[config.mk]
export PLATFORM = sky130hd
export DESIGN_NAME = infix_to_postfix_converter_unit
export DESIGN_NICKNAME = d
export VERILOG_FILES = /design/src/hw/rtl/i2p_pkg.sv /design/src/hw/rtl/i2p_stack_ram.sv /design/src/hw/rtl/infix_to_postfix_converter_unit.sv
export SDC_FILE = /design/constraint.sdc
export NUM_CORES = 1
export LEC_CHECK = 0
export BUFFER_PORTS_ARGS = -buffer_cell sky130_fd_sc_hd__clkbuf_2
export CAP_MARGIN = 25
export CORE_UTILIZATION = 62
export DETAILED_ROUTE_END_ITERATION = 10
export GPL_TIMING_DRIVEN = 0
export PLACE_DENSITY = 0.91
export REMOVE_ABC_BUFFERS = 1
export SYNTH_ARGS = -nofsm -noshare
export SYNTH_HDL_FRONTEND = slang
export SYNTH_SLANG_ARGS = --single-unit
[constraint.sdc]
create_clock -name clk -period 4.3 [get_ports clk]
set_input_delay 0.645 -clock clk [delete_from_list [all_inputs] [get_ports clk]]
set_output_delay 0.645 -clock clk [all_outputs]
set_load 0.02 [all_outputs]
[src/hw/rtl/i2p_pkg.sv]
// Shared types, constants and helper functions for the infix-to-postfix converter.
package i2p_pkg;

	localparam int STACK_DEPTH = 32;
	localparam int CNT_W       = $clog2(STACK_DEPTH + 1);
	localparam int ADDR_W      = $clog2(STACK_DEPTH);

	// stack entry codes
	typedef logic [2:0] code_t;
	localparam code_t CODE_ADD    = 3'd0;
	localparam code_t CODE_SUB    = 3'd1;
	localparam code_t CODE_MUL    = 3'd2;
	localparam code_t CODE_DIV    = 3'd3;
	localparam code_t CODE_PAREN  = 3'd4;
	localparam code_t CODE_SQUARE = 3'd5;
	localparam code_t CODE_CURLY  = 3'd6;

	// ASCII characters of interest
	localparam logic [7:0] CH_PLUS   = 8'h2B;
	localparam logic [7:0] CH_MINUS  = 8'h2D;
	localparam logic [7:0] CH_STAR   = 8'h2A;
	localparam logic [7:0] CH_SLASH  = 8'h2F;
	localparam logic [7:0] CH_LPAREN = 8'h28;
	localparam logic [7:0] CH_RPAREN = 8'h29;
	localparam logic [7:0] CH_LSQ    = 8'h5B;
	localparam logic [7:0] CH_RSQ    = 8'h5D;
	localparam logic [7:0] CH_LCURLY = 8'h7B;
	localparam logic [7:0] CH_RCURLY = 8'h7D;
	localparam logic [7:0] CH_DIG_LO = 8'h30;
	localparam logic [7:0] CH_DIG_HI = 8'h39;
	localparam logic [7:0] CH_UC_LO  = 8'h41;
	localparam logic [7:0] CH_UC_HI  = 8'h5A;
	localparam logic [7:0] CH_LC_LO  = 8'h61;
	localparam logic [7:0] CH_LC_HI  = 8'h7A;
	localparam logic [7:0] CH_NUL    = 8'h00;

	typedef enum logic [2:0] {
		CLS_OTHER,
		CLS_ALNUM,
		CLS_OPEN,
		CLS_CLOSE,
		CLS_OPER
	} char_cls_t;

	typedef enum logic [3:0] {
		ST_IDLE,
		ST_RB_RD,
		ST_RB_CHK,
		ST_OP_RD,
		ST_OP_CHK,
		ST_FL_RD,
		ST_FL_CHK,
		ST_FIN
	} state_t;

	// entry carries its own code and the code of the next bracket below it
	typedef struct packed {
		code_t code;
		code_t below_br;
	} stk_entry_t;

	typedef struct packed {
		logic              we;
		logic [ADDR_W-1:0] waddr;
		stk_entry_t        wdata;
		logic              re;
		logic [ADDR_W-1:0] raddr;
	} stk_req_t;

	function automatic char_cls_t char_cls(input logic [7:0] ch);
		char_cls_t cls;
		cls = CLS_OTHER;
		if ((ch >= CH_DIG_LO && ch <= CH_DIG_HI) || (ch >= CH_UC_LO && ch <= CH_UC_HI) ||
		    (ch >= CH_LC_LO && ch <= CH_LC_HI)) begin
			cls = CLS_ALNUM;
		end else begin
			case (ch)
				CH_PLUS, CH_MINUS, CH_STAR, CH_SLASH: cls = CLS_OPER;
				CH_LPAREN, CH_LSQ, CH_LCURLY:         cls = CLS_OPEN;
				CH_RPAREN, CH_RSQ, CH_RCURLY:         cls = CLS_CLOSE;
				default:                              cls = CLS_OTHER;
			endcase
		end
		return cls;
	endfunction

	// closing brackets map onto the code of their opening partner
	function automatic code_t code_of(input logic [7:0] ch);
		code_t c;
		case (ch)
			CH_PLUS:              c = CODE_ADD;
			CH_MINUS:             c = CODE_SUB;
			CH_STAR:              c = CODE_MUL;
			CH_SLASH:             c = CODE_DIV;
			CH_LPAREN, CH_RPAREN: c = CODE_PAREN;
			CH_LSQ, CH_RSQ:       c = CODE_SQUARE;
			default:              c = CODE_CURLY;
		endcase
		return c;
	endfunction

	function automatic logic [7:0] op_char(input code_t c);
		logic [7:0] ch;
		case (c)
			CODE_ADD: ch = CH_PLUS;
			CODE_SUB: ch = CH_MINUS;
			CODE_MUL: ch = CH_STAR;
			default:  ch = CH_SLASH;
		endcase
		return ch;
	endfunction

	function automatic logic [1:0] prec_of(input code_t c);
		logic [1:0] p;
		case (c)
			CODE_ADD, CODE_SUB: p = 2'd1;
			CODE_MUL, CODE_DIV: p = 2'd2;
			default:            p = 2'd0;
		endcase
		return p;
	endfunction

endpackage

[src/hw/rtl/i2p_stack_ram.sv]
// Operator stack storage: one write port, one read port, registered read data.
module i2p_stack_ram (
	input  logic                clk,
	input  i2p_pkg::stk_req_t   req,
	output i2p_pkg::stk_entry_t rdata
);

	i2p_pkg::stk_entry_t mem [i2p_pkg::STACK_DEPTH];

	always_ff @(posedge clk) begin
		if (req.we) begin
			mem[req.waddr] <= req.wdata;
		end
		if (req.re) begin
			rdata <= mem[req.raddr];
		end
	end

endmodule

[src/hw/rtl/infix_to_postfix_converter_unit.sv]
// Top level of the infix-to-postfix converter: control, stack pointer, flags, output stage.
//
//  channel | dir | handshake          | payload
//  --------+-----+--------------------+------------------------------------------------
//  s_*     | in  | s_tvalid/s_tready  | s_tdata = char_in, s_tlast = is_last
//  m_*     | out | m_tvalid/m_tready  | m_tdata = char_out, m_tlast = run_end,
//          |     |                    | m_tuser = has_char, expr_done, unbalanced, overflowed
//
// Flow: one character at a time. A letter or digit passes through the end state; a left
// bracket or an ignored byte returns straight to idle. A right bracket or an operator reads
// stack entries one by one (the stack sits in a memory with registered read data, so each
// entry is a read followed by a check) until one stops the pop loop or the stack runs empty.
// The last character then drains the stack the same way, dropping left brackets, and ends
// in the end state.
// A result waits in a one-deep hold register until the next one is known, so run_end is exact;
// a second output register lets the next item be accepted while the last result waits.
// Reset clears the stack pointer, bracket count, flags and both valid bits; the stack memory
// itself is never cleared. A stall on m_tready holds the pop loop in its check state and the
// end state until the output register frees.
module infix_to_postfix_converter_unit (
	input  logic       clk,
	input  logic       arst_n,
	input  logic       s_tvalid,
	output logic       s_tready,
	input  logic [7:0] s_tdata,   // [7:0] char_in
	input  logic       s_tlast,   // is_last
	output logic       m_tvalid,
	input  logic       m_tready,
	output logic [7:0] m_tdata,   // [7:0] char_out
	output logic       m_tlast,   // run_end
	output logic [3:0] m_tuser    // [0] has_char, [1] expr_done, [2] unbalanced, [3] overflowed
);

	localparam logic [i2p_pkg::CNT_W-1:0] DEPTH_C = i2p_pkg::CNT_W'(i2p_pkg::STACK_DEPTH);
	localparam logic [i2p_pkg::CNT_W-1:0] ONE_C   = i2p_pkg::CNT_W'(1);
	localparam logic [i2p_pkg::CNT_W-1:0] ZERO_C  = '0;

	i2p_pkg::state_t state_q, state_d;

	// stack bookkeeping
	logic [i2p_pkg::CNT_W-1:0] cnt_q;
	logic [i2p_pkg::CNT_W-1:0] br_cnt_q;
	i2p_pkg::code_t            top_br_q;   // code of topmost bracket, valid when br_cnt_q != 0
	i2p_pkg::code_t            cur_code_q; // operator or wanted bracket of the current item
	logic                      last_q;
	logic                      mis_q;
	logic                      ovf_q;

	// one-deep hold register for the newest result of the current item
	logic       pend_valid_q;
	logic [7:0] pend_char_q;

	// output register
	logic       out_valid_q;
	logic [7:0] out_char_q;
	logic       out_last_q;
	logic [3:0] out_user_q;

	// memory interface
	i2p_pkg::stk_req_t   ram_req;
	i2p_pkg::stk_entry_t ram_rdata;

	// control from the next-state logic
	logic           new_res;
	logic [7:0]     new_char;
	logic           push_en;
	i2p_pkg::code_t push_code;
	logic           pop_en;
	logic           pop_br;
	logic           rd_en;
	logic           fin_out;
	logic           fin_clear;
	logic           mis_set;
	logic           ovf_set;

	logic                      out_free;
	logic                      stall_emit;
	logic                      push_ok;
	logic [i2p_pkg::CNT_W-1:0] cnt_m1;
	i2p_pkg::char_cls_t        in_cls;
	i2p_pkg::code_t            in_code;
	logic                      top_is_op;

	i2p_stack_ram u_stack (
		.clk   (clk),
		.req   (ram_req),
		.rdata (ram_rdata)
	);

	assign out_free   = !out_valid_q || m_tready;
	assign stall_emit = pend_valid_q && !out_free;
	assign cnt_m1     = cnt_q - ONE_C;
	assign in_cls     = i2p_pkg::char_cls(s_tdata);
	assign in_code    = i2p_pkg::code_of(s_tdata);
	assign top_is_op  = !ram_rdata.code[2];
	assign push_ok    = push_en && (cnt_q != DEPTH_C);
	assign s_tready   = (state_q == i2p_pkg::ST_IDLE);

	assign ram_req.we       = push_ok;
	assign ram_req.waddr    = cnt_q[i2p_pkg::ADDR_W-1:0];
	assign ram_req.wdata    = '{code: push_code, below_br: top_br_q};
	assign ram_req.re       = rd_en;
	assign ram_req.raddr    = cnt_m1[i2p_pkg::ADDR_W-1:0];

	always_ff @(posedge clk or negedge arst_n) begin
		if (!arst_n) begin
			state_q <= i2p_pkg::ST_IDLE;
		end else begin
			state_q <= state_d;
		end
	end

	// next state and per-cycle actions
	always_comb begin
		state_d   = state_q;
		new_res   = 1'b0;
		new_char  = i2p_pkg::CH_NUL;
		push_en   = 1'b0;
		push_code = cur_code_q;
		pop_en    = 1'b0;
		pop_br    = 1'b0;
		rd_en     = 1'b0;
		fin_out   = 1'b0;
		fin_clear = 1'b0;
		mis_set   = 1'b0;
		ovf_set   = 1'b0;
		case (state_q)
			i2p_pkg::ST_IDLE: begin
				if (s_tvalid) begin
					// the final mismatch state is known here, before any result leaves
					case (in_cls)
						i2p_pkg::CLS_ALNUM: begin
							new_res  = 1'b1;
							new_char = s_tdata;
							mis_set  = s_tlast && (br_cnt_q != ZERO_C);
							state_d  = s_tlast ? i2p_pkg::ST_FL_RD : i2p_pkg::ST_FIN;
						end
						i2p_pkg::CLS_OPEN: begin
							push_en   = 1'b1;
							push_code = in_code;
							ovf_set   = (cnt_q == DEPTH_C);
							mis_set   = s_tlast && ((br_cnt_q != ZERO_C) || (cnt_q != DEPTH_C));
							state_d   = s_tlast ? i2p_pkg::ST_FL_RD : i2p_pkg::ST_IDLE;
						end
						i2p_pkg::CLS_CLOSE: begin
							mis_set = (br_cnt_q == ZERO_C) || (top_br_q != in_code) ||
							          (s_tlast && (br_cnt_q > ONE_C));
							state_d = i2p_pkg::ST_RB_RD;
						end
						i2p_pkg::CLS_OPER: begin
							mis_set = s_tlast && (br_cnt_q != ZERO_C);
							state_d = i2p_pkg::ST_OP_RD;
						end
						default: begin
							mis_set = s_tlast && (br_cnt_q != ZERO_C);
							state_d = s_tlast ? i2p_pkg::ST_FL_RD : i2p_pkg::ST_IDLE;
						end
					endcase
				end
			end
			i2p_pkg::ST_RB_RD: begin
				if (cnt_q == ZERO_C) begin
					state_d = last_q ? i2p_pkg::ST_FL_RD : i2p_pkg::ST_FIN;
				end else begin
					rd_en   = 1'b1;
					state_d = i2p_pkg::ST_RB_CHK;
				end
			end
			i2p_pkg::ST_RB_CHK: begin
				if (top_is_op) begin
					if (!stall_emit) begin
						new_res  = 1'b1;
						new_char = i2p_pkg::op_char(ram_rdata.code);
						pop_en   = 1'b1;
						state_d  = i2p_pkg::ST_RB_RD;
					end
				end else begin
					pop_en  = 1'b1;
					pop_br  = 1'b1;
					state_d = last_q ? i2p_pkg::ST_FL_RD : i2p_pkg::ST_FIN;
				end
			end
			i2p_pkg::ST_OP_RD: begin
				if (cnt_q == ZERO_C) begin
					push_en = 1'b1;
					state_d = last_q ? i2p_pkg::ST_FL_RD : i2p_pkg::ST_FIN;
				end else begin
					rd_en   = 1'b1;
					state_d = i2p_pkg::ST_OP_CHK;
				end
			end
			i2p_pkg::ST_OP_CHK: begin
				if (top_is_op &&
				    (i2p_pkg::prec_of(ram_rdata.code) >= i2p_pkg::prec_of(cur_code_q))) begin
					if (!stall_emit) begin
						new_res  = 1'b1;
						new_char = i2p_pkg::op_char(ram_rdata.code);
						pop_en   = 1'b1;
						state_d  = i2p_pkg::ST_OP_RD;
					end
				end else begin
					// a full stack here means nothing was popped, so no result carries stale flags
					push_en = 1'b1;
					ovf_set = (cnt_q == DEPTH_C);
					state_d = last_q ? i2p_pkg::ST_FL_RD : i2p_pkg::ST_FIN;
				end
			end
			i2p_pkg::ST_FL_RD: begin
				if (cnt_q == ZERO_C) begin
					state_d = i2p_pkg::ST_FIN;
				end else begin
					rd_en   = 1'b1;
					state_d = i2p_pkg::ST_FL_CHK;
				end
			end
			i2p_pkg::ST_FL_CHK: begin
				if (top_is_op) begin
					if (!stall_emit) begin
						new_res  = 1'b1;
						new_char = i2p_pkg::op_char(ram_rdata.code);
						pop_en   = 1'b1;
						state_d  = i2p_pkg::ST_FL_RD;
					end
				end else begin
					// drop a leftover left bracket; the mismatch was flagged on accept
					pop_en  = 1'b1;
					pop_br  = 1'b1;
					state_d = i2p_pkg::ST_FL_RD;
				end
			end
			i2p_pkg::ST_FIN: begin
				if (pend_valid_q || last_q) begin
					if (out_free) begin
						fin_out   = 1'b1;
						fin_clear = last_q;
						state_d   = i2p_pkg::ST_IDLE;
					end
				end else begin
					state_d = i2p_pkg::ST_IDLE;
				end
			end
			default: begin
				state_d = i2p_pkg::ST_IDLE;
			end
		endcase
	end

	// control registers
	always_ff @(posedge clk or negedge arst_n) begin
		if (!arst_n) begin
			cnt_q        <= '0;
			br_cnt_q     <= '0;
			mis_q        <= 1'b0;
			ovf_q        <= 1'b0;
			last_q       <= 1'b0;
			pend_valid_q <= 1'b0;
			out_valid_q  <= 1'b0;
		end else begin
			if (fin_clear) begin
				cnt_q    <= '0;
				br_cnt_q <= '0;
				mis_q    <= 1'b0;
				ovf_q    <= 1'b0;
			end else begin
				if (push_ok) begin
					cnt_q <= cnt_q + ONE_C;
				end else if (pop_en) begin
					cnt_q <= cnt_m1;
				end
				if (push_ok && push_code[2]) begin
					br_cnt_q <= br_cnt_q + ONE_C;
				end else if (pop_br) begin
					br_cnt_q <= br_cnt_q - ONE_C;
				end
				if (mis_set) begin
					mis_q <= 1'b1;
				end
				if (ovf_set) begin
					ovf_q <= 1'b1;
				end
			end
			if (s_tvalid && s_tready) begin
				last_q <= s_tlast;
			end
			if (new_res) begin
				pend_valid_q <= 1'b1;
			end else if (fin_out) begin
				pend_valid_q <= 1'b0;
			end
			if ((new_res && pend_valid_q) || fin_out) begin
				out_valid_q <= 1'b1;
			end else if (m_tready) begin
				out_valid_q <= 1'b0;
			end
		end
	end

	// payload registers
	always_ff @(posedge clk) begin
		if (s_tvalid && s_tready) begin
			cur_code_q <= in_code;
		end
		if (push_ok && push_code[2]) begin
			top_br_q <= push_code;
		end else if (pop_br) begin
			top_br_q <= ram_rdata.below_br;
		end
		if (new_res) begin
			pend_char_q <= new_char;
		end
		// flags are final for the whole item by the time any of its results moves out
		if (new_res && pend_valid_q) begin
			out_char_q <= pend_char_q;
			out_last_q <= 1'b0;
			out_user_q <= {ovf_q, mis_q, 1'b0, 1'b1};
		end else if (fin_out) begin
			out_char_q <= pend_valid_q ? pend_char_q : i2p_pkg::CH_NUL;
			out_last_q <= 1'b1;
			out_user_q <= {ovf_q, mis_q, last_q, pend_valid_q};
		end
	end

	assign m_tvalid = out_valid_q;
	assign m_tdata  = out_char_q;
	assign m_tlast  = out_last_q;
	assign m_tuser  = out_user_q;

	a_cnt_range: assert property (@(posedge clk) disable iff (!arst_n)
		cnt_q <= DEPTH_C)
		else $error("stack pointer beyond depth");

	a_br_le_cnt: assert property (@(posedge clk) disable iff (!arst_n)
		br_cnt_q <= cnt_q)
		else $error("bracket count exceeds stack fill");

	a_hold_no_loss: assert property (@(posedge clk) disable iff (!arst_n)
		(new_res && pend_valid_q) |-> out_free)
		else $error("held result overwritten while output stalled");

	a_idle_empty: assert property (@(posedge clk) disable iff (!arst_n)
		s_tready |-> !pend_valid_q)
		else $error("result left over from previous item");

	a_end_clears: assert property (@(posedge clk) disable iff (!arst_n)
		fin_clear |=> (cnt_q == ZERO_C) && (br_cnt_q == ZERO_C) && !mis_q && !ovf_q)
		else $error("expression end did not clear stack state");

endmodule
==> flow_summary.json <==
{
  "cts_tree": "built",
  "placed_cells": 866,
  "diodes": 0,
  "async_flop_share_pct": 8.16,
  "clkTransAtPathRegs_ns": 0.07,
  "period_share_pct": 96.5,
  "yosys.area_share.simple_pct": 9.23,
  "route.detailed.drc": 0,
  "syn2layout_area_growth_pct": 12.0,
  "synth_area_per_cell_um2": 16.3,
  "path_class": "reg -> reg",
  "clockBufferDepth": 3,
  "routed_wl_mm": 21.4,
  "arrival_ns": 4.29,
  "startpoint_type": "register",
  "antenna_found_initial": 0,
  "rsz0062_at_grt": "true",
  "synthCells": 645,
  "fin_hold_ws_ns": 0.0758,
  "htreeDepth": 1,
  "fillers": 992,
  "die_h_um": 132,
  "grt_max_degree": 52,
  "tns_ns": 0,
  "ant_nets": 0,
  "fin_ws_ns": 0.152,
  "core-area_mm2": 0.0166,
  "drv_cap": 0,
  "io-pin-count": 28,
  "avgViaCountPerCell": 6.57,
  "std_cell_rows": 47,
  "setup_viol": 0,
  "initial_core_util_pct": 63.4,
  "max_slew_margin_pct": 45.2,
  "multi_input_area_mm2": 0.00312,
  "yosysWarnings": 0,
  "clk_latency_ns": 0.53,
  "num_vias": 6016,
  "syn_area_mm2": 0.0105,
  "endpoint_kind": "register",
  "hold_viol": 0,
  "drtIter0Drc": 771,
  "clkSinkCount": 245,
  "p_leak_nw": 3.91,
  "worst_slew_pin_slew_ns": 0.802,
  "final_nets": 701,
  "synth-edff-count": 222,
  "slew_viol_final": 0,
  "routedWlPerCell_um": 23.4,
  "p_per_area_mw_per_mm2": 709,
  "gr-total-overflow": 0,
  "cts-root-buf": "clkbuf_16",
  "cp_max_fo": 51,
  "grt_pass1_vias": 5969,
  "synth-seq-cells": 245,
  "fin_worst_skew_ns": 0.0309,
  "die_area_mm2": 0.0175,
  "peakVddDrop_uv": 505,
  "io_buffers": 27,
  "synth_top_family_by_area": "multiplexers",
  "crit_required_ns": 4.44,
  "fin_crit_ns": 4.15,
  "status": "finished clean",
  "dp_hpwl_mm": 13.2,
  "pre_cts_slack_ns": 0.292,
  "ys_seq_area_share_pct": 68.7,
  "p_total_mw": 8.35,
  "synthAdderAreaFrac_pct": 1.19,
  "dr.pass1.iters": 8,
  "drive_gt1_share_pct": 22.9,
  "final_cells": 915,
  "place_congestion": 0.898,
  "numCtsBuffers": 25,
  "fmax_mhz": 241,
  "synth_compound_area_share_pct": 4.78,
  "die_w_um": 132,
  "synth_mux_area_share_pct": 13.8,
  "ys.flop_type": "edfxtp_1",
  "ff_latch_area_mm2": 0.00723,
  "ys_types": 68,
  "hold_class": "in -> async",
  "grt.total_usage_pct": 25.2,
  "grt_pass1_wl_mm": 33.0,
  "synth_xor_area_share_pct": 0.500
}
final cells by class:
| type | instances | area share, % |
|---|---|---|
| multi-input cells | 355 | 26.5 |
| well taps | 220 | 2.34 |
| clock inverters | 16 | 1.36 |
| flip-flops and latches | 245 | 61.4 |
| inverters | 15 | 0.478 |
| repair buffers | 36 | 2.50 |
| clock buffers | 28 | 5.41 |
Yosys cell counts (all sizes together), types with 3 or more instances:
cell type | count | share of area [%]
edfxtp | 222 | 63
mux4 | 60 | 13
nor2 | 58 | 2.1
nand2 | 48 | 1.7
o21ai | 28 | 1.4
clkbuf | 20 | 0.71
dfrtp | 20 | 4.8
inv | 15 | 0.54
a21oi | 14 | 0.70
nor3 | 13 | 0.62
and2 | 11 | 0.65
nand2b | 11 | 0.65
buf | 10 | 0.46
ha | 10 | 1.2
nand3 | 10 | 0.48
nor2b | 10 | 0.60
mux2 | 8 | 0.86
nor4 | 5 | 0.50
and3 | 4 | 0.24
nand3b | 4 | 0.29
nand4 | 4 | 0.24
xnor2 | 4 | 0.33
a22oi | 3 | 0.21
dfxtp | 3 | 0.57
nor4b | 3 | 0.25
o21a | 3 | 0.23
o32ai | 3 | 0.32
or2 | 3 | 0.18
or3b | 3 | 0.27
placed cells by master (no fill, tap or decap), drive strengths merged, types with 8 or more instances in the layout:
cell    synthesis  layout
edfxtp        222     222
mux4           60      60
nor2           58      58
clkbuf         20      55
nand2          48      48
o21ai          28      28
dfrtp          20      20
inv            15      17
a21oi          14      14
nor3           13      13
nand2b         11      11
and2           11      11
clkinv          0      11
nor2b          10      10
nand3          10      10
ha             10      10
buf            10       9
mux2            8       8
routing by layer:
layer	up-vias	GRT usage, %	part of all wire (%)
met5	-	0	0
met4	0	11.3	4.0
met3	67	4.46	8.2
met2	369	42.9	51
met1	2989	32.1	37
li1	2591	-	-
metrics by stage:
stage	utilization, %	area (um^2)
after floorplan	-	10400
after global placement	65.1	10800
after detailed placement	65.6	10900
after CTS	70.4	11700
after global routing	71.0	11800
final	71.0	11800
worst max-delay path: stages (launching register included):
cell and delay (ns):
dfrtp_4 0.56, buf_16 0.25, inv_1 0.15, ha_2 0.27
nor4b_1 0.55, nand2b_1 0.30, o32ai_1 0.34, o21a_2 0.30
nand2_1 0.40, nor2_1 0.61
kinds of logic (layout without fill, tap and decap cells):
logic type,Yosys count,count (layout)
XOR/XNOR,6,6
other,1,1
adder cells (fa/ha/maj),10,10
buffers and inverters,45,95
flip-flops,245,245
AO/OA/AOI/OAI,76,76
multiplexers,69,69
AND/OR/NAND/NOR,193,193
registers in the layout, indices dropped and copies added (netlist names):
signal	cells
br_cnt_q	6
cnt_q	6
cur_code_q	3
last_q	1
m_tdata	8
m_tlast	1
m_tuser	4
m_tvalid	1
mis_q	1
ovf_q	1
pend_char_q	8
pend_valid_q	1
state_q	3
top_br_q	3
u_stack.mem	192
u_stack.rdata	6
repair_timing:
item,CTS,global route
gates resized for setup,0,1
setup endpoints to repair,0,22
setup buffers,0,0
hold buffers,0,0
path summary, 6_finish.rpt:
| path | slack [ns] | startpoint | depth (start not counted) | to |
|---|---|---|---|---|
| hold / removal | 0.08 | arst_n | 1 | m_tvalid |
| setup reg to reg | 0.15 | cnt_q[0] | 9 | u_stack.mem[31][2] |
| setup / recovery | 0.15 | cnt_q[0] | 9 | u_stack.mem[31][2] |
| max in group asynchronous | 3.82 | arst_n | 1 | cnt_q[0] |
| hold reg to reg | 0.46 | m_tuser[0] | 2 | m_tuser[0] |
| min in group clk | 0.39 | s_tlast | 3 | last_q |
report_power, final:
group	switching [mW]	internal, mW
sequential	0.292	3.01
combinational	1.55	1.39
clock	0.859	1.24
No activity file was read; power rests on OpenSTA's default activity.
